<file path="src/design/mt_pkg.sv">
// Shared types, constants and word functions for the MT19937 generator.
package mt_pkg;

	localparam int unsigned STATE_WORDS   = 624;
	localparam int unsigned MIDDLE_OFFSET = 397;
	localparam int unsigned ADDR_W        = 10;

	localparam logic [31:0] TWIST_MATRIX = 32'h9908_b0df;
	localparam logic [31:0] HIGH_BIT     = 32'h8000_0000;
	localparam logic [31:0] LOW_BITS     = 32'h7fff_ffff;
	localparam logic [31:0] FILL_MULT    = 32'd1812433253;
	localparam logic [31:0] TEMPER_B     = 32'h9d2c_5680;
	localparam logic [31:0] TEMPER_C     = 32'hefc6_0000;
	localparam logic [31:0] SEED_RESET   = 32'd5489;

	typedef logic [ADDR_W-1:0] addr_t;
	typedef logic [31:0]       word_t;

	// One write into both table copies.
	typedef struct packed {
		logic  we;
		addr_t addr;
		word_t data;
	} mem_wr_t;

	// Reads issued for one draw.
	typedef struct packed {
		logic  en;
		addr_t next_addr;
		addr_t mid_addr;
	} rd_req_t;

	// Queue entry: position and the two words fetched for it.
	typedef struct packed {
		addr_t addr;
		word_t next;
		word_t mid;
	} q_entry_t;

	localparam addr_t LAST_ADDR = addr_t'(STATE_WORDS - 1);

	function automatic addr_t wrap_inc(addr_t a);
		return (a == LAST_ADDR) ? '0 : a + addr_t'(1);
	endfunction

	function automatic addr_t mid_addr(addr_t a);
		logic [ADDR_W:0] s;
		s = {1'b0, a} + (ADDR_W+1)'(MIDDLE_OFFSET);
		if (s >= (ADDR_W+1)'(STATE_WORDS)) begin
			s = s - (ADDR_W+1)'(STATE_WORDS);
		end
		return s[ADDR_W-1:0];
	endfunction

	function automatic word_t fill_next(word_t w, addr_t k);
		word_t m;
		m = FILL_MULT * (w ^ (w >> 30));
		return m + word_t'(k);
	endfunction

	function automatic word_t twist(word_t here, word_t next, word_t mid);
		word_t mixed;
		mixed = (here & HIGH_BIT) | (next & LOW_BITS);
		return mid ^ (mixed >> 1) ^ (next[0] ? TWIST_MATRIX : '0);
	endfunction

	function automatic word_t temper(word_t w);
		word_t y;
		y = w;
		y = y ^ (y >> 11);
		y = y ^ ((y << 7) & TEMPER_B);
		y = y ^ ((y << 15) & TEMPER_C);
		y = y ^ (y >> 18);
		return y;
	endfunction

endpackage

</file>
<file path="src/design/mt_queue.sv">
// Small FIFO between the fetch front and the twist/temper back.
module mt_queue #(
	parameter int unsigned DEPTH = 4,
	parameter int unsigned CNT_W = $clog2(DEPTH + 1)
) (
	input  logic             clk,
	input  logic             arst_n,
	input  logic             push,
	input  mt_pkg::q_entry_t push_data,
	input  logic             pop,
	output logic             head_valid,
	output mt_pkg::q_entry_t head_data,
	output logic [CNT_W-1:0] count
);
	import mt_pkg::*;

	localparam int unsigned PTR_W = (DEPTH > 1) ? $clog2(DEPTH) : 1;
	localparam logic [PTR_W-1:0] PTR_LAST = PTR_W'(DEPTH - 1);

	q_entry_t         entries_q [DEPTH];
	logic [PTR_W-1:0] wr_ptr_q;
	logic [PTR_W-1:0] rd_ptr_q;
	logic [CNT_W-1:0] count_q;

	assign head_valid = (count_q != '0);
	assign head_data  = entries_q[rd_ptr_q];
	assign count      = count_q;

	always_ff @(posedge clk) begin
		if (push) begin
			entries_q[wr_ptr_q] <= push_data;
		end
	end

	always_ff @(posedge clk or negedge arst_n) begin
		if (!arst_n) begin
			wr_ptr_q <= '0;
			rd_ptr_q <= '0;
			count_q  <= '0;
		end else begin
			if (push) begin
				wr_ptr_q <= (wr_ptr_q == PTR_LAST) ? '0 : wr_ptr_q + PTR_W'(1);
			end
			if (pop) begin
				rd_ptr_q <= (rd_ptr_q == PTR_LAST) ? '0 : rd_ptr_q + PTR_W'(1);
			end
			if (push && !pop) begin
				count_q <= count_q + CNT_W'(1);
			end else if (pop && !push) begin
				count_q <= count_q - CNT_W'(1);
			end
		end
	end

endmodule

</file>
<file path="config.mk">
export PLATFORM = sky130hd
export DESIGN_NAME = mt_queue
export DESIGN_NICKNAME = d
export VERILOG_FILES = /design/src/design/mt_pkg.sv /design/src/design/mt_queue.sv
export SDC_FILE = /design/constraint.sdc
export NUM_CORES = 1
export LEC_CHECK = 0
export BUFFER_PORTS_ARGS = -buffer_cell sky130_fd_sc_hd__buf_4
export CAP_MARGIN = 20
export CORE_MARGIN = 5
export CORE_UTILIZATION = 30
export CTS_CLUSTER_SIZE = 14
export DETAILED_ROUTE_END_ITERATION = 6
export PLACE_DENSITY = 0.53
export SYNTH_ARGS = -nofsm -noshare
export SYNTH_HDL_FRONTEND = slang
export SYNTH_SLANG_ARGS = --single-unit
</file>
<file path="constraint.sdc">
create_clock -name clk -period 3.7 [get_ports clk]
set_input_delay 0.185 -clock clk [delete_from_list [all_inputs] [get_ports clk]]
set_output_delay 0.185 -clock clk [all_outputs]
set_load 0.1 [all_outputs]
</file>
==> metrics <==
pin count of the biggest net entering global routing 64; count of cell types in the netlist 20; fin. max-slew vios 0; routability cong. 0.710; synthesized area per cell 26.3 um^2; leading area contributor after synthesis edfxtp_1; fmax 353 MHz; Clock Latency Late Sink 520 ps; Inserted Clock Buffers 34; post-synthesis sequential area ratio 81.5%; Core ar. 36600 um^2; global-route track usage on met2 19.5%; CTS Sinks 303; flop2flop setup slack 1570 ps; setup TNS 0 ps; Die Y 203 um; vias in the first global route 6029; status completed; area of the mapped netlist 11100 um^2; DRC Markers 0; clk buf depth 3; root buffer cell clkbuf_16; FF-to-FF path depth 4; NumNets Final 773; Worst Setup End Kind output pin; PortBufs 155; Vias/cell 4.49; Routed WL per cell 19.8 um; r2r startpoint wr_ptr_q[0]; unrepaired setup endpoints after global routing false; Initial DRC Count 156; worst hold margin 411 ps; GRT busiest layer met2; area of the die 41000 um^2; Pre-Repair DR Iteration Count 4; GR Util met3 2.92%; layout cell share with drive strength beyond 1 41.8%; Final setup viols 0; sequential standard cell area 9070 um^2; Critical Path RT 3510 ps; Routed Antenna Nets 0; CP startpoint kind flop; antenna violations before repair 0; Clock Skews 6.74 ps; cts repair resizes 0; Critical Path Start rd_ptr_q[0]; overall routing resource usage 11.5%; met1 Usage GRT 14.4%; footprint of the multi-input gates 1890 um^2; Hold WC Path Type input pin to flop; Reg2Reg Capture Point entries_q[2][30]; CTS HTree Levels 2; post-synthesis cell count 423; CTS clk-pin slew, worst paths 60 ps; Max-Cap Viols 0; minimum clock period 2830 ps; critical-path maximum fanout 24; Congestion Overflow GR 0; synthesis-stage register bit count 303; endpoints failing hold 0; Yosys top cell area share 79.9%; dominant cells by area after synthesis edfxtp_1 80%, mux4_2 15%, dfrtp_1 1.6%; fillcell total 3218; WP data arrival 2650 ps; Synth Warn # 0; WS Path Type flop to output pin; Syn Nets 508; Max-slew headroom 44.2%; Tcrit/Tclk final 76.5%; # diodes 0; WL final 23400 um; Area growth syn-to-layout 32.6%; via count 5294; CTS tree done; first-pass GRT wire length 35700 um; Initial Utilization 30.4%; die width 203 um; final core occ 40.3%; Post-DP HPWL 13900 um; Worst Tran Pin Value 837 ps; worst setup path endpoint head_data[45]; row cnt 70; IO Count 156
## sequential cells by signal, summed over array words and instances, names as in the netlist
signal / flops
wr_ptr_q: 2
rd_ptr_q: 2
count: 3
entries_q: 296
## synth_stat cells
library cell / instances
and2_1: 4
buf_12: 4
buf_2: 6
buf_4: 3
buf_6: 1
buf_8: 1
clkbuf_1: 2
dfrtp_1: 7
edfxtp_1: 296
fa_1: 1
ha_1: 6
inv_1: 4
mux2_2: 3
mux4_2: 74
nand2_1: 2
nor2_1: 3
o21ai_0: 2
or3_1: 1
xnor2_1: 1
xor2_1: 2
## area by class of cell
class	instances	share of cell area (%)
Inverter	4	0.102
Tap cell	468	3.97
Timing Repair Buffer	246	14.1
Sequential cell	303	61.5
Clock buffer	42	6.40
Clock inverter	16	1.18
Multi-Input combinational cell	99	12.8
## critical path, cell delays in order (launching register included)
cell and delay, ps:
dfrtp_4 760, buf_4 500, mux4_2 580, buf_4 250
## worst min-delay path by stage
stage / from / endpoint / cells past startpoint
2_1_floorplan: arst_n / count[0] / 0
3_3_place_gp: arst_n / count[2] / 1
3_5_place_dp: arst_n / count[1] / 1
4_1_cts: push_data[64] / entries_q[2][64] / 2
5_1_grt: push_data[58] / entries_q[0][58] / 2
6_report: push_data[73] / entries_q[3][73] / 2
## metal layers
metal  up-vias  share of wire [%]
li1       2342                  -
met2       132                 51
met3        37                4.9
met5         -                  0
met4         0                2.4
met1      2783                 42
## cell families after synthesis
group                    after synthesis  synth area share (%)
adder cells (fa/ha/maj)                7                 0.855
AO/OA/AOI/OAI                          2                0.0900
buffers and inverters                 21                  1.63
AND/OR/NAND/NOR                       10                 0.450
XOR/XNOR                               3                 0.236
multiplexers                          77                  15.3
flip-flops                           303                  81.5
## metrics by stage
step	cells	worst slack [ps]	cell area, um^2
after global placement	1041	1340	12800
final	1178	869	14800
after CTS	1177	727	14700
after floorplan	423	907	11100
after detailed placement	1041	1310	12800
after global routing	1178	640	14800
## layout by cell type (no fill, tap or decap), types with 5 or more instances in the layout
master	synthesis	layout
dlygate4sd3_1	0	78
buf_4	3	166
clkinv_1	0	7
clkbuf_1	2	5
clkbuf_16	0	37
ha_1	6	6
edfxtp_1	296	296
dfrtp_1	7	5
mux4_2	74	74
## timing repair
action,in CTS,in global routing
hold endpoints to repair,307,0
hold buffers,78,0
setup buffers,0,0
Power is left out: the tool's default activity adds up to more than one toggle a clock period on the data nets, which glitch-free logic cannot reach.
