**src/design/mt_pkg.sv**
```systemverilog
// Shared types, constants and word functions for the MT19937 generator.
package mt_pkg;

	localparam int unsigned STATE_WORDS   = 624;
	localparam int unsigned MIDDLE_OFFSET = 397;
	localparam int unsigned ADDR_W        = 10;

	localparam logic [31:0] TWIST_MATRIX = 32'h9908_b0df;
	localparam logic [31:0] HIGH_BIT     = 32'h8000_0000;
	localparam logic [31:0] LOW_BITS     = 32'h7fff_ffff;
	localparam logic [31:0] FILL_MULT    = 32'd1812433253;
	localparam logic [31:0] TEMPER_B     = 32'h9d2c_5680;
	localparam logic [31:0] TEMPER_C     = 32'hefc6_0000;
	localparam logic [31:0] SEED_RESET   = 32'd5489;

	typedef logic [ADDR_W-1:0] addr_t;
	typedef logic [31:0]       word_t;

	// One write into both table copies.
	typedef struct packed {
		logic  we;
		addr_t addr;
		word_t data;
	} mem_wr_t;

	// Reads issued for one draw.
	typedef struct packed {
		logic  en;
		addr_t next_addr;
		addr_t mid_addr;
	} rd_req_t;

	// Queue entry: position and the two words fetched for it.
	typedef struct packed {
		addr_t addr;
		word_t next;
		word_t mid;
	} q_entry_t;

	localparam addr_t LAST_ADDR = addr_t'(STATE_WORDS - 1);

	function automatic addr_t wrap_inc(addr_t a);
		return (a == LAST_ADDR) ? '0 : a + addr_t'(1);
	endfunction

	function automatic addr_t mid_addr(addr_t a);
		logic [ADDR_W:0] s;
		s = {1'b0, a} + (ADDR_W+1)'(MIDDLE_OFFSET);
		if (s >= (ADDR_W+1)'(STATE_WORDS)) begin
			s = s - (ADDR_W+1)'(STATE_WORDS);
		end
		return s[ADDR_W-1:0];
	endfunction

	function automatic word_t fill_next(word_t w, addr_t k);
		word_t m;
		m = FILL_MULT * (w ^ (w >> 30));
		return m + word_t'(k);
	endfunction

	function automatic word_t twist(word_t here, word_t next, word_t mid);
		word_t mixed;
		mixed = (here & HIGH_BIT) | (next & LOW_BITS);
		return mid ^ (mixed >> 1) ^ (next[0] ? TWIST_MATRIX : '0);
	endfunction

	function automatic word_t temper(word_t w);
		word_t y;
		y = w;
		y = y ^ (y >> 11);
		y = y ^ ((y << 7) & TEMPER_B);
		y = y ^ ((y << 15) & TEMPER_C);
		y = y ^ (y >> 18);
		return y;
	endfunction

endpackage

```
**src/design/mt_if.sv**
```systemverilog


interface mt_rsp_if;
	logic        valid;
	logic        ready;
	logic [31:0] value;

	modport source(output valid, output value, input ready);
	modport sink(input valid, input value, output ready);
endinterface

```
**src/design/mt_back.sv**
```systemverilog
// Back: twist, table write-back, tempering and the output register.
module mt_back (
	input  logic             clk,
	input  logic             arst_n,
	input  mt_pkg::mem_wr_t  fill_wr,
	input  logic             head_valid,
	input  mt_pkg::q_entry_t head_data,
	output logic             pop,
	output mt_pkg::mem_wr_t  twist_wr,
	mt_rsp_if.source         rsp
);
	import mt_pkg::*;

	word_t here_q;
	word_t value_q;
	logic  out_valid_q;
	word_t fresh;

	// word at the current position is the previous draw's neighbor word
	assign fresh = twist(here_q, head_data.next, head_data.mid);
	assign pop   = head_valid && (!out_valid_q || rsp.ready);

	assign twist_wr.we   = pop;
	assign twist_wr.addr = head_data.addr;
	assign twist_wr.data = fresh;

	assign rsp.valid = out_valid_q;
	assign rsp.value = value_q;

	always_ff @(posedge clk) begin
		if (fill_wr.we && fill_wr.addr == '0) begin
			here_q <= fill_wr.data;
		end else if (pop) begin
			here_q <= head_data.next;
		end
		if (pop) begin
			value_q <= temper(fresh);
		end
	end

	always_ff @(posedge clk or negedge arst_n) begin
		if (!arst_n) begin
			out_valid_q <= 1'b0;
		end else if (pop) begin
			out_valid_q <= 1'b1;
		end else if (rsp.ready) begin
			out_valid_q <= 1'b0;
		end
	end

endmodule

```
**src/flat_wrapper.sv**
```systemverilog
// flat-port wrapper written by rule: the top's interface ports become plain ports
module mt_back_flat import mt_pkg::*;
  (clk, arst_n, fill_wr, head_valid, head_data, pop, twist_wr, rsp_valid, rsp_value, rsp_ready);
  mt_rsp_if rsp_i ();
  input  logic clk;
  input  logic arst_n;
  input  mt_pkg::mem_wr_t fill_wr;
  input  logic head_valid;
  input  mt_pkg::q_entry_t head_data;
  output logic pop;
  output mt_pkg::mem_wr_t twist_wr;
  output wire logic [$bits(rsp_i.valid)-1:0] rsp_valid;
  output wire logic [$bits(rsp_i.value)-1:0] rsp_value;
  input wire logic [$bits(rsp_i.ready)-1:0] rsp_ready;
  assign rsp_valid = rsp_i.valid;
  assign rsp_value = rsp_i.value;
  assign rsp_i.ready = rsp_ready;
  mt_back u_core (.clk(clk), .arst_n(arst_n), .fill_wr(fill_wr), .head_valid(head_valid), .head_data(head_data), .pop(pop), .twist_wr(twist_wr), .rsp(rsp_i));
endmodule
```
**config.mk**
```make
export PLATFORM = sky130hd
export DESIGN_NAME = mt_back_flat
export DESIGN_NICKNAME = d
export VERILOG_FILES = /design/src/design/mt_pkg.sv /design/src/design/mt_if.sv /design/src/design/mt_back.sv /design/src/flat_wrapper.sv
export SDC_FILE = /design/constraint.sdc
export NUM_CORES = 1
export LEC_CHECK = 0
export BUFFER_PORTS_ARGS = -buffer_cell sky130_fd_sc_hd__buf_2
export CORE_ASPECT_RATIO = 2
export CORE_MARGIN = 2
export CORE_UTILIZATION = 42
export DETAILED_ROUTE_END_ITERATION = 10
export HOLD_SLACK_MARGIN = 0.02
export PLACE_DENSITY = 0.86
export SETUP_SLACK_MARGIN = 0.05
export SYNTH_ARGS = -nofsm -noshare
export SYNTH_HDL_FRONTEND = slang
export SYNTH_SLANG_ARGS = --single-unit
```
**constraint.sdc**
```tcl
create_clock -name clk -period 7.15 [get_ports clk]
set_clock_uncertainty 0.05 [all_clocks]
set_input_delay 2.145 -clock clk [delete_from_list [all_inputs] [get_ports clk]]
set_output_delay 2.145 -clock clk [all_outputs]
set_load 0.03 [all_outputs]
```
==> summary.txt, run 1 <==
Global routing
  • First-pass GRT wire length: 7850 µm
  • Vias in the first global route: 1742
  • Grt total ovfl: 0
  • Largest net degree at the start of global routing: 34
  • GRT Total Usage: 0.168
  • Initial antenna violation count: 0

Flow run
  • Max-Cap Viols: 0

Final layout
  • Ant diodes: 0
  • Layout cell share with drive strength beyond 1: 0.561
  • Fillcell total: 452
  • Final Util: 0.590
  • Final nets: 430
  • Design area: 0.00320 mm²
  • Area delta synth->final: 34.8%
  • Non-Filler Instances: 370

Floorplan
  • Initial Utilization: 0.437
  • Die X: 57.1 µm
  • Core ar.: 0.00542 mm²
  • Total I/O pin count: 198
  • Die area: 0.00630 mm²
  • Die Ht: 110 µm
  • Num rows: 38

Placement
  • IO Port Bufs: 146
  • GPL Wtd Cong: 0.691
  • Dpl cells: 362
  • Hpwl dp: 4440 µm
  • Dpl cell area: 0.00309 mm²

Yosys
  • Gate Count Post-Synth: 168
  • Unique masters post-synth: 21
  • Ys Warns: 0
  • Count leader, synth: xnor2_1
  • Main synth FF type: edfxtp_1
  • Top cell type's share of synthesized area: 0.418
  • Commonest cells in the netlist: xnor2_1, edfxtp_1, xor2_1, buf_4, xor2_2
  • Area leader, netlist: edfxtp_1
  • Mapped Nets: 289
  • Post-synth EDFFs: 33
  • Mapped Area: 0.00237 mm²
  • #FFs+latches synth: 34
  • Top cells by area, synth: edfxtp_1, xnor2_1, xor2_1
  • Register area share after synthesis: 0.428
  • Mean Syn Cell Area: 14.1 µm²
  • FFs w/ async S/R, synth: 0.0294

Setup path
  • R2r endpoint: u_core.rsp.value[26]
  • Reg2reg start: u_core.here_q[31]
  • CP Capture Type: output pin
  • Startpoint types: input pin
  • R2r worst-path depth: 4
  • Buf/Inv on CP: 3
  • Worst path arrival time: 3.41 ns
  • Crit path top cell by count: buf_2
  • Max incr delay on CP: 0.56 ns
  • Worst Setup Path Type: in -> out
  • Top delay family on crit path: buffers and inverters
  • Crit path max fanout: 15
  • R2r setup slk: 5.53 ns
  • Req. time, crit path: 4.95 ns
  • Critical path cell sequence: buf_2 > xnor3_1 > inv_1 > buf_2
  • CP max stage cell: xnor3_1

Timing
  • RSZ-0062 raised after global routing: false
  • Final setup TNS: 0 ns
  • Slew Limit Fails: 0
  • Fin crit share: 0.783
  • Least-Margin Pin Slew: 0.550 ns
  • Worst slew margin: 0.631
  • Tmin final: 5.60 ns
  • Setup violators final: 0
  • Final hold vios: 0
  • FMAX: 0.179 GHz

Clock network
  • TritonCTS buffer count: 5
  • CTS Sinks: 34
  • Clk slew on worst S/H paths: 0.07 ns
  • TritonCTS clock tree: yes
  • CTS H-tree depth: 2
  • Post-CTS Hold Fix Bufs: 0
  • Cts repair resizes: 0
  • Clock Latency Late Sink: 0.29 ns
  • Root Driver: clkbuf_8
  • Max Root-Sink Buffers: 2
  • Setup Buffers After CTS: 0

Routing
  • Post-route ant nets: 0
  • Vias per cell: 4.59
  • DRT Pass-1 Iters: 4
  • Vias: 1697
  • Initial DRC Count: 34
  • Wire per inst: 14.3 µm
  • Post-Route WL: 5270 µm
  • Residual DRC: 0

Hold path
  • Hold wc startpoint: u_core.rsp.valid
  • Min-Delay Path Class: reg -> reg
  • Hold Path Depth: 2
  • Hold-critical path endpoint: u_core.rsp.valid

Power
  • Overall power: 951 µW
  • Max IR drop VDD: 0.289 mV
  • Power Density: 297 mW/mm²
  • Pleak: 1.49 nW

Run status
  • Status: complete, no violations
[cells in the final DEF, fill, tap and decap left out, types with 2 or more instances in the layout]
cell,n
buf_2,146
xnor2_1,51
edfxtp_1,33
xor2_1,28
xor2_2,10
inv_1,9
clkbuf_8,5
xnor3_2,4
xnor3_1,4
xnor2_2,3
nand2b_1,3
clkbuf_1,2
[final cells by class]
| class | count | area, µm² | area share |
|---|---|---|---|
| sequential | 34 | 1020 | 0.318 |
| timing repair buffer | 147 | 738 | 0.231 |
| clock inverter | 1 | 30.0 | 0.00939 |
| inverter | 9 | 33.8 | 0.0106 |
| multi-input combinational | 112 | 1230 | 0.384 |
| clock buffer | 7 | 76.3 | 0.0239 |
| tap | 60 | 75.1 | 0.0235 |
[kinds of logic (layout without fill, tap and decap cells)]
kind of cell  count (synthesis)  after routing  share of synthesized area
buf+inv                      22            164                     0.0544
xor+xnor                    103            103                      0.491
mux                           1              1                    0.00475
simple gates                  8              8                     0.0211
flops                        34             34                      0.428
[sequential cells by signal (all words and copies together), names as in the netlist]
| name | flops |
|---|---|
| u_core.rsp.value | 32 |
| u_core.here_q | 1 |
| u_core.rsp.valid | 1 |
[power breakdown]
| part | leakage, nW | internal (mW) | switching (mW) |
|---|---|---|---|
| clock | 0.0524 | 0.104 | 0.0700 |
| sequential | 0.325 | 0.293 | 0.00897 |
| combinational | 1.12 | 0.189 | 0.285 |
| total | 1.49 | 0.587 | 0.364 |
[how the worst max path moves through the flow]
stage,slack [ns],endpoint,start,depth (start not counted)
6_report,1.55,twist_wr[3],head_data[32],4
5_1_grt,1.47,twist_wr[3],head_data[32],4
4_1_cts,1.51,twist_wr[3],head_data[32],4
3_5_place_dp,1.51,twist_wr[3],head_data[32],4
3_3_place_gp,1.51,twist_wr[3],head_data[32],4
2_1_floorplan,1.35,twist_wr[42],rsp_ready,3
[worst min-delay path, delay by kind of cell, from the launching register on]
| kind | cells | cell delay [ns] |
|---|---|---|
| DFF | 1 | 0.35 |
| and+or+nand+nor | 2 | 0.14 |
[metal layers]
layer | GRT usage | wire length, µm | vias to the layer above
li1 | - | - | 809
met1 | 0.156 | 1660 | 777
met3 | 0.0502 | 487 | 18
met4 | 0.0831 | 142 | 0
met2 | 0.320 | 2990 | 93
met5 | 0 | 0 | -
[metrics by stage]
stage	worst slack, ns	hold slack (ns)
after floorplan	1.35	0.633
after global placement	1.51	0.431
after detailed placement	1.51	0.452
after CTS	1.51	0.469
after global routing	1.47	0.500
final	1.55	0.468
Power figures use the tool's default switching activity.
==> inputs of run 2 (changes only) <==
Settings changed: ABC_AREA from default to 1, CORE_UTILIZATION 42 to 44, PLACE_DENSITY 0.86 to 0.82.
Clock period 7.15 ns to 5.7 ns, I/O delays scaled along.
==> summary.txt, run 2 <==
Run status
  • Status: complete, no violations

Clock network
  • Post-CTS Hold Fix Bufs: 0
  • CTS H-tree depth: 2
  • Clk slew on worst S/H paths: 0.05 ns
  • Max Root-Sink Buffers: 2
  • CTS Sinks: 34
  • Cts repair resizes: 0
  • Clock Latency Late Sink: 0.28 ns
  • TritonCTS buffer count: 5
  • Setup Buffers After CTS: 0
  • Root Driver: clkbuf_16
  • TritonCTS clock tree: yes

Power
  • Switching power total: 443 µW
  • Switching fraction of total power: 0.406
  • Combinational group share of total power: 0.454
  • P_int: 646 µW
  • Max IR drop VDD: 0.120 mV
  • Pleak: 2.23 nW
  • Sequential power share: 0.310
  • Clock group share of total power: 0.236
  • Power Density: 268 mW/mm²
  • Overall power: 1.09 mW

Yosys
  • #FFs+latches synth: 34
  • Gate Count Post-Synth: 428
  • Mapped Area: 0.00319 mm²
  • Unique masters post-synth: 23
  • Commonest cells in the netlist: nand2_1, nand3_1, inv_1, edfxtp_1, nand2_2
  • Top cells by area, synth: edfxtp_1, nand2_1, nand3_1
  • Top cell type's share of synthesized area: 0.310
  • Main synth FF type: edfxtp_1
  • Register area share after synthesis: 0.318
  • Post-synth EDFFs: 33
  • Mapped Nets: 549
  • FFs w/ async S/R, synth: 0.0294
  • Ys Warns: 0
  • Count leader, synth: nand2_1
  • Area leader, netlist: edfxtp_1
  • Mean Syn Cell Area: 7.46 µm²

Global routing
  • First-pass GRT wire length: 11600 µm
  • Grt total ovfl: 0
  • Initial antenna violation count: 0
  • GRT Total Usage: 0.183
  • Largest net degree at the start of global routing: 20
  • Vias in the first global route: 2829

Routing
  • Post-route ant nets: 0
  • Vias: 3115
  • Vias per cell: 4.71
  • Post-Route WL: 7200 µm
  • DRT Pass-1 Iters: 7
  • Residual DRC: 0
  • Initial DRC Count: 114
  • Wire per inst: 10.9 µm

Final layout
  • Fillcell total: 686
  • Commonest cells after routing, fill and taps aside: nand2_1, buf_2, nand3_1
  • Seq. cell area: 0.00102 mm²
  • Layout cell share with drive strength beyond 1: 0.376
  • Area delta synth->final: 27.1%
  • Final nets: 689
  • Area of the multi-input gates: 0.00185 mm²
  • Commonest non-fill, non-tap cell in the layout: nand2_1
  • Final Util: 0.567
  • Max FFs per register: 32
  • Ant diodes: 0

Floorplan
  • Core ar.: 0.00716 mm²
  • Die area: 0.00799 mm²
  • Die X: 64.2 µm
  • Num rows: 44
  • Initial Utilization: 0.446
  • Total I/O pin count: 198
  • Die Ht: 124 µm

Setup path
  • Worst Setup Path Type: in -> out
  • Startpoint types: input pin
  • Worst path arrival time: 2.84 ns
  • CP Capture Type: output pin
  • Crit path max fanout: 18
  • Req. time, crit path: 3.94 ns

Placement
  • Hpwl dp: 6060 µm
  • IO Port Bufs: 146
  • GPL Wtd Cong: 0.873

Timing
  • Least-Margin Pin Slew: 0.614 ns
  • Worst slew margin: 0.590
  • Tmin final: 4.60 ns
  • Final hold vios: 0
  • Hold_ws: 0.449 ns
  • Final setup TNS: 0 ns
  • Fin crit share: 0.806
  • RSZ-0062 raised after global routing: false
  • Setup violators final: 0
  • Slew Limit Fails: 0
  • FMAX: 0.218 GHz

Hold path
  • Min-Delay Path Class: reg -> reg

Flow run
  • Max-Cap Viols: 0
==> run 2: cell count changes after synthesis, moves of 6 or more <==
cell / previous run / this run
nand2_1: 0 / 172
nand3_1: 1 / 51
inv_1: 9 / 43
xnor2_1: 51 / 19
nand2_2: 0 / 24
nor2_1: 0 / 11
inv_2: 0 / 7
xor2_1: 28 / 21
nand3_2: 0 / 6
==> run 2: final timing paths <==
check / from / endpoint / slack, ns / cells past startpoint
worst min register to register: u_core.rsp.valid / u_core.rsp.valid / 0.45 / 2
worst min-delay path: u_core.rsp.valid / u_core.rsp.valid / 0.45 / 2
worst max register to register: u_core.rsp.valid / u_core.rsp.value[0] / 3.93 / 4
max in group asynchronous: arst_n / u_core.rsp.valid / 4.38 / 1
min in group asynchronous: arst_n / u_core.rsp.valid / 1.14 / 1
worst max-delay path: head_data[32] / twist_wr[7] / 1.10 / 6
==> run 2: layout make-up <==
| class | instances | share of cell area |
|---|---|---|
| well taps | 92 | 0.0284 |
| inverters | 51 | 0.0484 |
| multi-input cells | 329 | 0.457 |
| clock inverters | 2 | 0.00216 |
| clock buffers | 6 | 0.0318 |
| repair buffers | 147 | 0.182 |
| flip-flops and latches | 34 | 0.250 |
==> run 2: power by group through the flow <==
stage | clock network, mW | registers (mW) | logic, mW
2_1_floorplan | 0 | 0.416 | 0.304
5_1_grt | 0.270 | 0.340 | 0.547
3_5_place_dp | 0 | 0.343 | 0.497
6_report | 0.257 | 0.337 | 0.495
4_1_cts | 0.262 | 0.338 | 0.498
3_3_place_gp | 0 | 0.342 | 0.486
==> run 2: critical path: stages <==
cell	delay (ns)
buf_2	0.41
inv_6	0.16
nand3_1	0.17
nand2_1	0.10
inv_1	0.08
buf_2	0.19
==> run 2: routing by layer <==
layer,wire length (µm),GRT usage
met4,145,0.0726
met1,2630,0.187
met3,781,0.0515
met5,0,0
met2,3650,0.337
==> run 2: per-stage QoR <==
stage	area, µm²	setup WS [ns]	instances
2_1_floorplan	3190	0.932	428
3_3_place_gp	3920	1.15	653
3_5_place_dp	3920	1.11	653
4_1_cts	4060	1.12	661
5_1_grt	4060	1.01	661
6_report	4060	1.10	661
==> run 2: kinds of logic (layout without fill, tap and decap cells) <==
logic type / Yosys count / in the layout / share of synthesized area
simple gates: 275 / 275 / 0.394
buf+inv: 65 / 206 / 0.101
flops: 34 / 34 / 0.318
xor+xnor: 53 / 53 / 0.183
mux: 1 / 1 / 0.00353
