File: config.mk
export PLATFORM = sky130hd
export DESIGN_NAME = mt_front_flat
export DESIGN_NICKNAME = d
export VERILOG_FILES = /design/src/design/mt_pkg.sv /design/src/design/mt_if.sv /design/src/design/mt_front.sv /design/src/flat_wrapper.sv
export SDC_FILE = /design/constraint.sdc
export NUM_CORES = 1
export LEC_CHECK = 0
export BUFFER_PORTS_ARGS = -buffer_cell sky130_fd_sc_hd__buf_2
export CORE_MARGIN = 4
export CORE_UTILIZATION = 35
export CTS_BUF_LIST = sky130_fd_sc_hd__clkbuf_8 sky130_fd_sc_hd__clkbuf_16
export CTS_CLUSTER_SIZE = 14
export DETAILED_ROUTE_END_ITERATION = 10
export GPL_TIMING_DRIVEN = 0
export PLACE_DENSITY = 0.59
export SLEW_MARGIN = 5
export SYNTH_ARGS = -nofsm -noshare
export SYNTH_HDL_FRONTEND = slang
export SYNTH_SLANG_ARGS = --single-unit
File: constraint.sdc
create_clock -name clk -period 9.3 [get_ports clk]
set_clock_uncertainty 0.05 [all_clocks]
set_input_delay 0.93 -clock clk [delete_from_list [all_inputs] [get_ports clk]]
set_output_delay 0.93 -clock clk [all_outputs]
set_load 0.005 [all_outputs]
File: src/design/mt_pkg.sv
// Shared types, constants and word functions for the MT19937 generator.
package mt_pkg;

	localparam int unsigned STATE_WORDS   = 624;
	localparam int unsigned MIDDLE_OFFSET = 397;
	localparam int unsigned ADDR_W        = 10;

	localparam logic [31:0] TWIST_MATRIX = 32'h9908_b0df;
	localparam logic [31:0] HIGH_BIT     = 32'h8000_0000;
	localparam logic [31:0] LOW_BITS     = 32'h7fff_ffff;
	localparam logic [31:0] FILL_MULT    = 32'd1812433253;
	localparam logic [31:0] TEMPER_B     = 32'h9d2c_5680;
	localparam logic [31:0] TEMPER_C     = 32'hefc6_0000;
	localparam logic [31:0] SEED_RESET   = 32'd5489;

	typedef logic [ADDR_W-1:0] addr_t;
	typedef logic [31:0]       word_t;

	// One write into both table copies.
	typedef struct packed {
		logic  we;
		addr_t addr;
		word_t data;
	} mem_wr_t;

	// Reads issued for one draw.
	typedef struct packed {
		logic  en;
		addr_t next_addr;
		addr_t mid_addr;
	} rd_req_t;

	// Queue entry: position and the two words fetched for it.
	typedef struct packed {
		addr_t addr;
		word_t next;
		word_t mid;
	} q_entry_t;

	localparam addr_t LAST_ADDR = addr_t'(STATE_WORDS - 1);

	function automatic addr_t wrap_inc(addr_t a);
		return (a == LAST_ADDR) ? '0 : a + addr_t'(1);
	endfunction

	function automatic addr_t mid_addr(addr_t a);
		logic [ADDR_W:0] s;
		s = {1'b0, a} + (ADDR_W+1)'(MIDDLE_OFFSET);
		if (s >= (ADDR_W+1)'(STATE_WORDS)) begin
			s = s - (ADDR_W+1)'(STATE_WORDS);
		end
		return s[ADDR_W-1:0];
	endfunction

	function automatic word_t fill_next(word_t w, addr_t k);
		word_t m;
		m = FILL_MULT * (w ^ (w >> 30));
		return m + word_t'(k);
	endfunction

	function automatic word_t twist(word_t here, word_t next, word_t mid);
		word_t mixed;
		mixed = (here & HIGH_BIT) | (next & LOW_BITS);
		return mid ^ (mixed >> 1) ^ (next[0] ? TWIST_MATRIX : '0);
	endfunction

	function automatic word_t temper(word_t w);
		word_t y;
		y = w;
		y = y ^ (y >> 11);
		y = y ^ ((y << 7) & TEMPER_B);
		y = y ^ ((y << 15) & TEMPER_C);
		y = y ^ (y >> 18);
		return y;
	endfunction

endpackage

File: src/design/mt_if.sv
// Valid/ready channel interfaces for draw requests and random words.
interface mt_req_if;
	logic valid;
	logic ready;
	logic draw;

	modport source(output valid, output draw, input ready);
	modport sink(input valid, input draw, output ready);
endinterface


File: src/design/mt_front.sv
// Front: seed fill sequencer, draw acceptance, position and table reads.
module mt_front #(
	parameter int unsigned DEPTH = 4,
	parameter int unsigned CNT_W = $clog2(DEPTH + 1)
) (
	input  logic              clk,
	input  logic              arst_n,
	input  logic              cfg_we,
	input  mt_pkg::word_t     cfg_wdata,
	mt_req_if.sink            req,
	input  logic [CNT_W-1:0]  q_count,
	output mt_pkg::mem_wr_t   fill_wr,
	output mt_pkg::rd_req_t   rd,
	input  mt_pkg::word_t     rd_next,
	input  mt_pkg::word_t     rd_mid,
	output logic              push,
	output mt_pkg::q_entry_t  push_data
);
	import mt_pkg::*;

	localparam logic [CNT_W:0] DEPTH_C = (CNT_W+1)'(DEPTH);

	logic  fill_busy_q;
	addr_t fill_idx_q;
	word_t fill_word_q;
	addr_t pos_q;
	logic  valid_s1;
	addr_t addr_s1;
	logic  take;
	logic [CNT_W:0] in_flight;

	// entries already queued plus the one in the read stage
	assign in_flight = {1'b0, q_count} + (CNT_W+1)'(valid_s1);
	assign req.ready = !fill_busy_q && (in_flight < DEPTH_C);
	assign take      = req.valid && req.ready && req.draw;

	assign rd.en        = take;
	assign rd.next_addr = wrap_inc(pos_q);
	assign rd.mid_addr  = mid_addr(pos_q);

	assign fill_wr.we   = fill_busy_q;
	assign fill_wr.addr = fill_idx_q;
	assign fill_wr.data = fill_word_q;

	assign push           = valid_s1;
	assign push_data.addr = addr_s1;
	assign push_data.next = rd_next;
	assign push_data.mid  = rd_mid;

	always_ff @(posedge clk or negedge arst_n) begin
		if (!arst_n) begin
			fill_busy_q <= 1'b1;
			fill_idx_q  <= '0;
			fill_word_q <= SEED_RESET;
			pos_q       <= '0;
			valid_s1    <= 1'b0;
			addr_s1     <= '0;
		end else begin
			valid_s1 <= take;
			if (take) begin
				addr_s1 <= pos_q;
				pos_q   <= wrap_inc(pos_q);
			end
			if (cfg_we) begin
				fill_busy_q <= 1'b1;
				fill_idx_q  <= '0;
				fill_word_q <= cfg_wdata;
				pos_q       <= '0;
			end else if (fill_busy_q) begin
				fill_word_q <= fill_next(fill_word_q, wrap_inc(fill_idx_q));
				fill_idx_q  <= wrap_inc(fill_idx_q);
				if (fill_idx_q == LAST_ADDR) begin
					fill_busy_q <= 1'b0;
				end
			end
		end
	end

endmodule

File: src/flat_wrapper.sv
// flat-port wrapper written by rule: the top's interface ports become plain ports
module mt_front_flat import mt_pkg::*;
#(
	parameter int unsigned DEPTH = 4,
	parameter int unsigned CNT_W = $clog2(DEPTH + 1)
)
  (clk, arst_n, cfg_we, cfg_wdata, q_count, fill_wr, rd, rd_next, rd_mid, push, push_data, req_valid, req_draw, req_ready);
  mt_req_if req_i ();
  input  logic clk;
  input  logic arst_n;
  input  logic cfg_we;
  input  mt_pkg::word_t cfg_wdata;
  input  logic [CNT_W-1:0] q_count;
  output mt_pkg::mem_wr_t fill_wr;
  output mt_pkg::rd_req_t rd;
  input  mt_pkg::word_t rd_next;
  input  mt_pkg::word_t rd_mid;
  output logic push;
  output mt_pkg::q_entry_t push_data;
  input wire logic [$bits(req_i.valid)-1:0] req_valid;
  input wire logic [$bits(req_i.draw)-1:0] req_draw;
  output wire logic [$bits(req_i.ready)-1:0] req_ready;
  assign req_i.valid = req_valid;
  assign req_i.draw = req_draw;
  assign req_ready = req_i.ready;
  mt_front #(.DEPTH(DEPTH), .CNT_W(CNT_W)) u_core (.clk(clk), .arst_n(arst_n), .cfg_we(cfg_we), .cfg_wdata(cfg_wdata), .req(req_i), .q_count(q_count), .fill_wr(fill_wr), .rd(rd), .rd_next(rd_next), .rd_mid(rd_mid), .push(push), .push_data(push_data));
endmodule
==> results of run 1 <==
## registers in the layout, indices dropped and copies added (netlist names)
register            cells
u_core.fill_busy_q      1
u_core.addr_s1         10
u_core.push             1
u_core.fill_idx_q      10
u_core.fill_word_q     32
u_core.pos_q           10
## synthesized netlist by cell type (all sizes together) (4+ instances only)
cell | number | area, µm²
or2 | 4 | 25.0
and2 | 4 | 25.0
a21oi | 48 | 240
dfrtp | 56 | 1400
xor2 | 34 | 298
and3 | 8 | 50.1
nand4 | 7 | 43.8
nand2b | 4 | 25.0
buf | 77 | 542
o21ai | 38 | 194
nor2 | 43 | 161
dfstp | 8 | 210
mux2i | 20 | 200
a21o | 18 | 135
or3 | 4 | 25.0
o21a | 7 | 52.6
fa | 153 | 3060
nor3 | 6 | 35.0
nand2 | 90 | 338
xnor2 | 50 | 438
a22oi | 4 | 30.0
ha | 241 | 3020
nor2b | 10 | 62.6
a211oi | 6 | 45.0
inv | 325 | 1220
clkbuf | 17 | 63.8
nand3 | 16 | 80.1
## area by class of cell
type	instances	area, µm²
Fill cell	3522	20500
Multi-Input combinational cell	856	8960
Sequential cell	64	1610
Inverter	326	1220
Timing Repair Buffer	179	898
Buffer	94	606
Tap cell	455	569
Clock buffer	9	225
Clock inverter	7	104
## how the worst min path moves through the flow
| stage | startpoint | end | slack (ns) | depth (start not counted) |
|---|---|---|---|---|
| CTS | u_core.addr_s1[6]$_DFFE_PN0P_ | u_core.addr_s1[6]$_DFFE_PN0P_ | 0.43 | 2 |
| finish | u_core.addr_s1[6]$_DFFE_PN0P_ | u_core.addr_s1[6]$_DFFE_PN0P_ | 0.42 | 2 |
| global route | u_core.addr_s1[5]$_DFFE_PN0P_ | u_core.addr_s1[5]$_DFFE_PN0P_ | 0.45 | 2 |
| global placement | u_core.addr_s1[6]$_DFFE_PN0P_ | u_core.addr_s1[6]$_DFFE_PN0P_ | 0.41 | 2 |
| detailed placement | u_core.addr_s1[6]$_DFFE_PN0P_ | u_core.addr_s1[6]$_DFFE_PN0P_ | 0.41 | 2 |
| floorplan | u_core.addr_s1[1]$_DFFE_PN0P_ | u_core.addr_s1[1]$_DFFE_PN0P_ | 0.42 | 2 |
## routing by layer
metal,GRT usage (%),vias up,share of wire [%]
met3,1.79,34,4.5
met4,3.62,0,1.7
met1,24.8,4564,45
met5,0,-,0
li1,-,4546,-
met2,30.6,247,49
## stage by stage
step	util, %	area, µm²	hold WS, ns
global route	40.9	14200	0.452
finish	40.9	14200	0.421
detailed placement	39.9	13900	0.410
floorplan	-	12400	0.420
CTS	40.9	14200	0.425
global placement	39.9	13900	0.408
## cell families (layout without fill, tap and decap cells)
logic type               after synthesis  after routing  synth area share (%)
AO/OA/AOI/OAI                        149            149                  7.64
flip-flops                            64             64                  13.0
multiplexers                          23             23                  1.89
AND/OR/NAND/NOR                      206            206                  7.72
XOR/XNOR                              84             84                  5.94
buffers and inverters                420            615                  14.8
adder cells (fa/ha/maj)              394            394                  49.0
## worst max-delay path: stages (launching register included)
cell and delay, ns:
dfrtp_1 0.47, xor2_2 0.75, xor2_1 0.51, ha_1 0.34
or2_2 0.30, ha_1 0.27, inv_1 0.05, fa_1 0.53
inv_1 0.04, ha_1 0.21, fa_1 0.55, fa_1 0.45
fa_1 0.56, inv_1 0.06, fa_1 0.54, inv_1 0.04
ha_1 0.37, a21o_1 0.20, a21o_1 0.17, a21oi_1 0.40
or4b_1 0.49, o221a_2 0.27, or4b_1 0.46, nand2_1 0.09
o21ai_1 0.08
==> key figures, run 1 <==
Placed design
  • Post-DP HPWL: 27.3 mm
  • Dpl cells: 1974
  • Routability congestion estimate: 0.893
  • Number of port buffers: 179
  • DP Worst Slack: 0.524 ns

Logic synthesis
  • Number of synthesized flops with an enable pin: 0
  • Cell variety after synth: 63
  • Fraction of the yosys area taken by sequential cells: 13.0%
  • Synth Flop Type: dfrtp_1
  • Syn Inst Count: 1340
  • FFs w/ async S/R, synth: 100%
  • Synth Register Bits: 64
  • Yosys warnings: 0
  • Post-Syn Area: 12400 µm²
  • Avg Cell Area, Syn: 9.25 µm²
  • Post-synth net total: 1838

Setup path
  • Crit. End Element: flip-flop
  • Critical Path Sink: u_core.fill_word_q[31]$_DFFE_PN0P_
  • Reg2Reg Depth: 24
  • Worst Path Required: 9.47 ns
  • CP max FO: 9
  • Worst reg-to-reg setup slack: 0.91 ns
  • Critical path class: reg -> reg
  • Reg-to-Reg Start: u_core.fill_word_q[31]$_DFFE_PN0P_
  • CP Launch Type: flip-flop
  • RR Endpoint: u_core.fill_word_q[31]$_DFFE_PN0P_
  • Crit path from: u_core.fill_word_q[31]$_DFFE_PN0P_
  • CP arrival: 8.57 ns

Timing
  • Max Clk Rate: 0.119 GHz
  • Slew @ Worst Pin: 1.20 ns
  • Max-Slew Margin vs Limit: 19.5%
  • Final setup viols: 0
  • Final worst slack: 0.908 ns
  • Post-route minimum period: 8.39 ns
  • Fin crit share: 90.2%
  • Final TNS setup: 0 ns
  • Fin. Hold Viols: 0
  • RSZ-0062 raised after global routing: no
  • Max-slew violation count: 0

GRT
  • Largest net degree at the start of global routing: 65
  • First-pass GRT wire length: 54.5 mm
  • Vias in the first global route: 10100
  • Total GRT Usage: 17.9%
  • Initial antenna violation count: 0
  • GR Overflow Total: 0

Clock network
  • Root Buffer: clkbuf_16
  • Clock buffers created by TritonCTS: 9
  • Cts repair resizes: 0
  • Clock-pin slew on the worst setup and hold paths: 0.06 ns
  • CTS Buffer Depth: 2
  • CTS Sinks: 64
  • H-tree levels: 3
  • CTS tree: done
  • Postcts setup bufs: 0
  • Post-CTS Hold Buffers: 0
  • Clk_lat worst skew: 0.34 ns

Die
  • Die width: 196 µm
  • Starting Density: 35.7%
  • Die area: 38500 µm²
  • Height of the die: 196 µm
  • Num ports: 244
  • Core ar.: 34700 µm²
  • Rows: 68

Detailed routing
  • Routed Antenna Nets: 0
  • Initial drt markers: 364
  • WL final: 33.5 mm
  • Pre-antenna DRT Iters: 6
  • Vias per std cell: 4.72
  • Routed len/inst: 16.8 µm
  • Vias: 9391
  • Number of remaining DRC errors: 0

Final layout
  • Area grow syn2layout: 14.6%
  • Most common cell after layout, fill and taps aside: inv_1
  • Layout cells sized above 1: 18.8%
  • Nets: 2028
  • ANT cells: 0
  • Leading cell types in the layout, fill and taps excluded: 325 x inv_1, 241 x ha_1, 182 x buf_2, 153 x fa_1, 90 x nand2_1
  • Post-Layout Cell Count: 1990

Min path
  • Hold/Removal Path Class: reg -> reg

Run status
  • Status: complete, no violations

Run
  • Max cap viols: 0
Power of run 1 is left out: the tool's default activity adds up to more than one toggle a clock period on the data nets, which glitch-free logic cannot reach.
==> inputs of run 2 (changes only) <==
--- a/config.mk
+++ b/config.mk
@@ -11,8 +11,8 @@
 export CTS_BUF_LIST = sky130_fd_sc_hd__clkbuf_8 sky130_fd_sc_hd__clkbuf_16
 export CTS_CLUSTER_SIZE = 14
 export DETAILED_ROUTE_END_ITERATION = 10
-export GPL_TIMING_DRIVEN = 0
-export PLACE_DENSITY = 0.59
+export GPL_TIMING_DRIVEN = 1
+export PLACE_DENSITY_LB_ADDON = 0.25
 export SLEW_MARGIN = 5
 export SYNTH_ARGS = -nofsm -noshare
 export SYNTH_HDL_FRONTEND = slang
==> constraint.sdc (replaced) <==
create_clock -name clk -period 9.08 [get_ports clk]
set_clock_uncertainty 0.05 [all_clocks]
set_input_delay 0.908 -clock clk [delete_from_list [all_inputs] [get_ports clk]]
set_output_delay 0.908 -clock clk [all_outputs]
set_load 0.005 [all_outputs]
==> run 2 against run 1 <==
Compared with the run above:
- setup slack gained 0.34 ns
- global-route usage shrank 0.25 points
- sequential share of layout area increased by 0.77 points
- via count fell by 6.1%
- first-iteration DRC count rose by 6.0%
- die area unchanged
- register-to-register slack gained 0.34 ns
- maximum frequency is 7.2% higher
- largest cell class unchanged
==> key figures, run 2 (synthesis results as in run 1) <==
Run status
  • Status: complete, no violations

Detailed routing
  • Vias: 8822
  • Routed Antenna Nets: 0
  • Vias per std cell: 4.79
  • Number of remaining DRC errors: 0
  • Routed len/inst: 18.1 µm
  • Pre-antenna DRT Iters: 5
  • Initial drt markers: 386
  • WL final: 33.4 mm

Final layout
  • Most common cell after layout, fill and taps aside: inv_1
  • Post-route cell area: 13300 µm²
  • Nets: 1881
  • Top reg by flops: u_core.fill_word_q
  • ANT cells: 0
  • Leading cell types in the layout, fill and taps excluded: 325 x inv_1, 241 x ha_1, 153 x fa_1, 115 x buf_2, 90 x nand2_1
  • Area grow syn2layout: 7.30%
  • Post-Layout Cell Count: 1843
  • Layout cells sized above 1: 11.8%
  • FILL cells: 3601
  • Max reg flops: 32

Clock network
  • Clk_lat worst skew: 0.34 ns
  • Postcts setup bufs: 0
  • CTS Sinks: 64
  • Post-CTS Hold Buffers: 0
  • Root Buffer: clkbuf_16
  • Clock buffers created by TritonCTS: 9
  • CTS tree: done
  • H-tree levels: 3
  • Cts repair resizes: 0
  • Clock-pin slew on the worst setup and hold paths: 0.06 ns
  • CTS Buffer Depth: 2

Placed design
  • Dpl cells: 1827
  • Routability congestion estimate: 0.873
  • Placed Area: 13000 µm²
  • DP Worst Slack: 1.27 ns
  • Post-DP HPWL: 27.4 mm
  • Number of port buffers: 115

Min path
  • Hold/Removal Path Class: reg -> reg
  • Hold Path Depth: 2
  • WHS Endpoint: u_core.addr_s1[0]$_DFFE_PN0P_
  • Hold_sp: u_core.addr_s1[0]$_DFFE_PN0P_

GRT
  • First-pass GRT wire length: 53.4 mm
  • Vias in the first global route: 9730
  • Initial antenna violation count: 0
  • GR Overflow Total: 0
  • Total GRT Usage: 17.6%
  • Largest net degree at the start of global routing: 86

Timing
  • Final setup viols: 0
  • Slew @ Worst Pin: 0.905 ns
  • Max-Slew Margin vs Limit: 39.4%
  • Max-slew violation count: 0
  • Final worst slack: 1.25 ns
  • Max Clk Rate: 0.128 GHz
  • Fin. Hold Viols: 0
  • RSZ-0062 raised after global routing: no
  • Fin crit share: 86.2%
  • Post-route minimum period: 7.83 ns
  • Final TNS setup: 0 ns

Setup path
  • Critical path class: reg -> reg
  • Worst Path Required: 9.25 ns
  • Reg2Reg Depth: 25
  • Worst reg-to-reg setup slack: 1.25 ns
  • CP max FO: 4
  • CP Launch Type: flip-flop
  • Crit. End Element: flip-flop
  • Reg-to-Reg Start: u_core.fill_word_q[0]$_DFFE_PN1P_
  • Crit path from: u_core.fill_word_q[0]$_DFFE_PN1P_
  • CP arrival: 8.00 ns
  • RR Endpoint: u_core.fill_word_q[30]$_DFFE_PN0P_

Die
  • Starting Density: 35.7%
  • Num ports: 244
  • Rows: 68
  • Die area: 38500 µm²
  • Core ar.: 34700 µm²
  • Die width: 196 µm
  • Height of the die: 196 µm

Run
  • Max cap viols: 0
## run 2: final cells by class
class,count,area (µm²),area share [%]
multi-input cells,856,8950,67.3
well taps,455,569,4.28
clock buffers,10,239,1.80
clock inverters,6,43.8,0.329
inverters,326,1220,9.20
flip-flops and latches,64,1610,12.1
repair buffers,126,658,4.95
## run 2: worst max-delay path: stages, from the launching register on
cell and delay, ns:
dfstp_2 0.57, xor2_1 0.73, xor2_1 0.19, ha_1 0.24, or2_2 0.30, ha_1 0.27
inv_1 0.05, fa_1 0.53, inv_1 0.04, ha_1 0.28, ha_1 0.32, fa_1 0.51
fa_1 0.56, inv_1 0.06, fa_1 0.54, inv_1 0.05, ha_1 0.33, a21o_1 0.20
a21o_1 0.18, a2111oi_2 0.35, o21bai_1 0.12, or3_1 0.42, a221o_2 0.38, o31ai_2 0.21
xor2_1 0.17, o21ai_1 0.07
## run 2: through the flow
step	utilization, %	hold slack, ns
2_1_floorplan	-	0.420
3_3_place_gp	37.5	0.408
3_5_place_dp	37.5	0.419
4_1_cts	38.3	0.435
5_1_grt	38.3	0.465
6_report	38.3	0.425
## run 2: worst max path at each step
stage / to / slack, ns
3_5_place_dp: u_core.fill_word_q[31]$_DFFE_PN0P_ / 1.27
3_3_place_gp: u_core.fill_word_q[31]$_DFFE_PN0P_ / 1.45
5_1_grt: u_core.fill_word_q[31]$_DFFE_PN0P_ / 0.93
2_1_floorplan: u_core.fill_word_q[30]$_DFFE_PN0P_ / 1.96
6_report: u_core.fill_word_q[30]$_DFFE_PN0P_ / 1.25
4_1_cts: u_core.fill_word_q[31]$_DFFE_PN0P_ / 1.23
## run 2: metal layers
layer / vias up / wire, µm / global-route usage (%)
li1: 4244 / - / -
met1: 4348 / 15600 / 24.6
met2: 194 / 16100 / 30.0
met3: 36 / 1020 / 1.46
met4: 0 / 684 / 4.01
met5: - / 0 / 0
Power of run 2 is left out for the same reason.
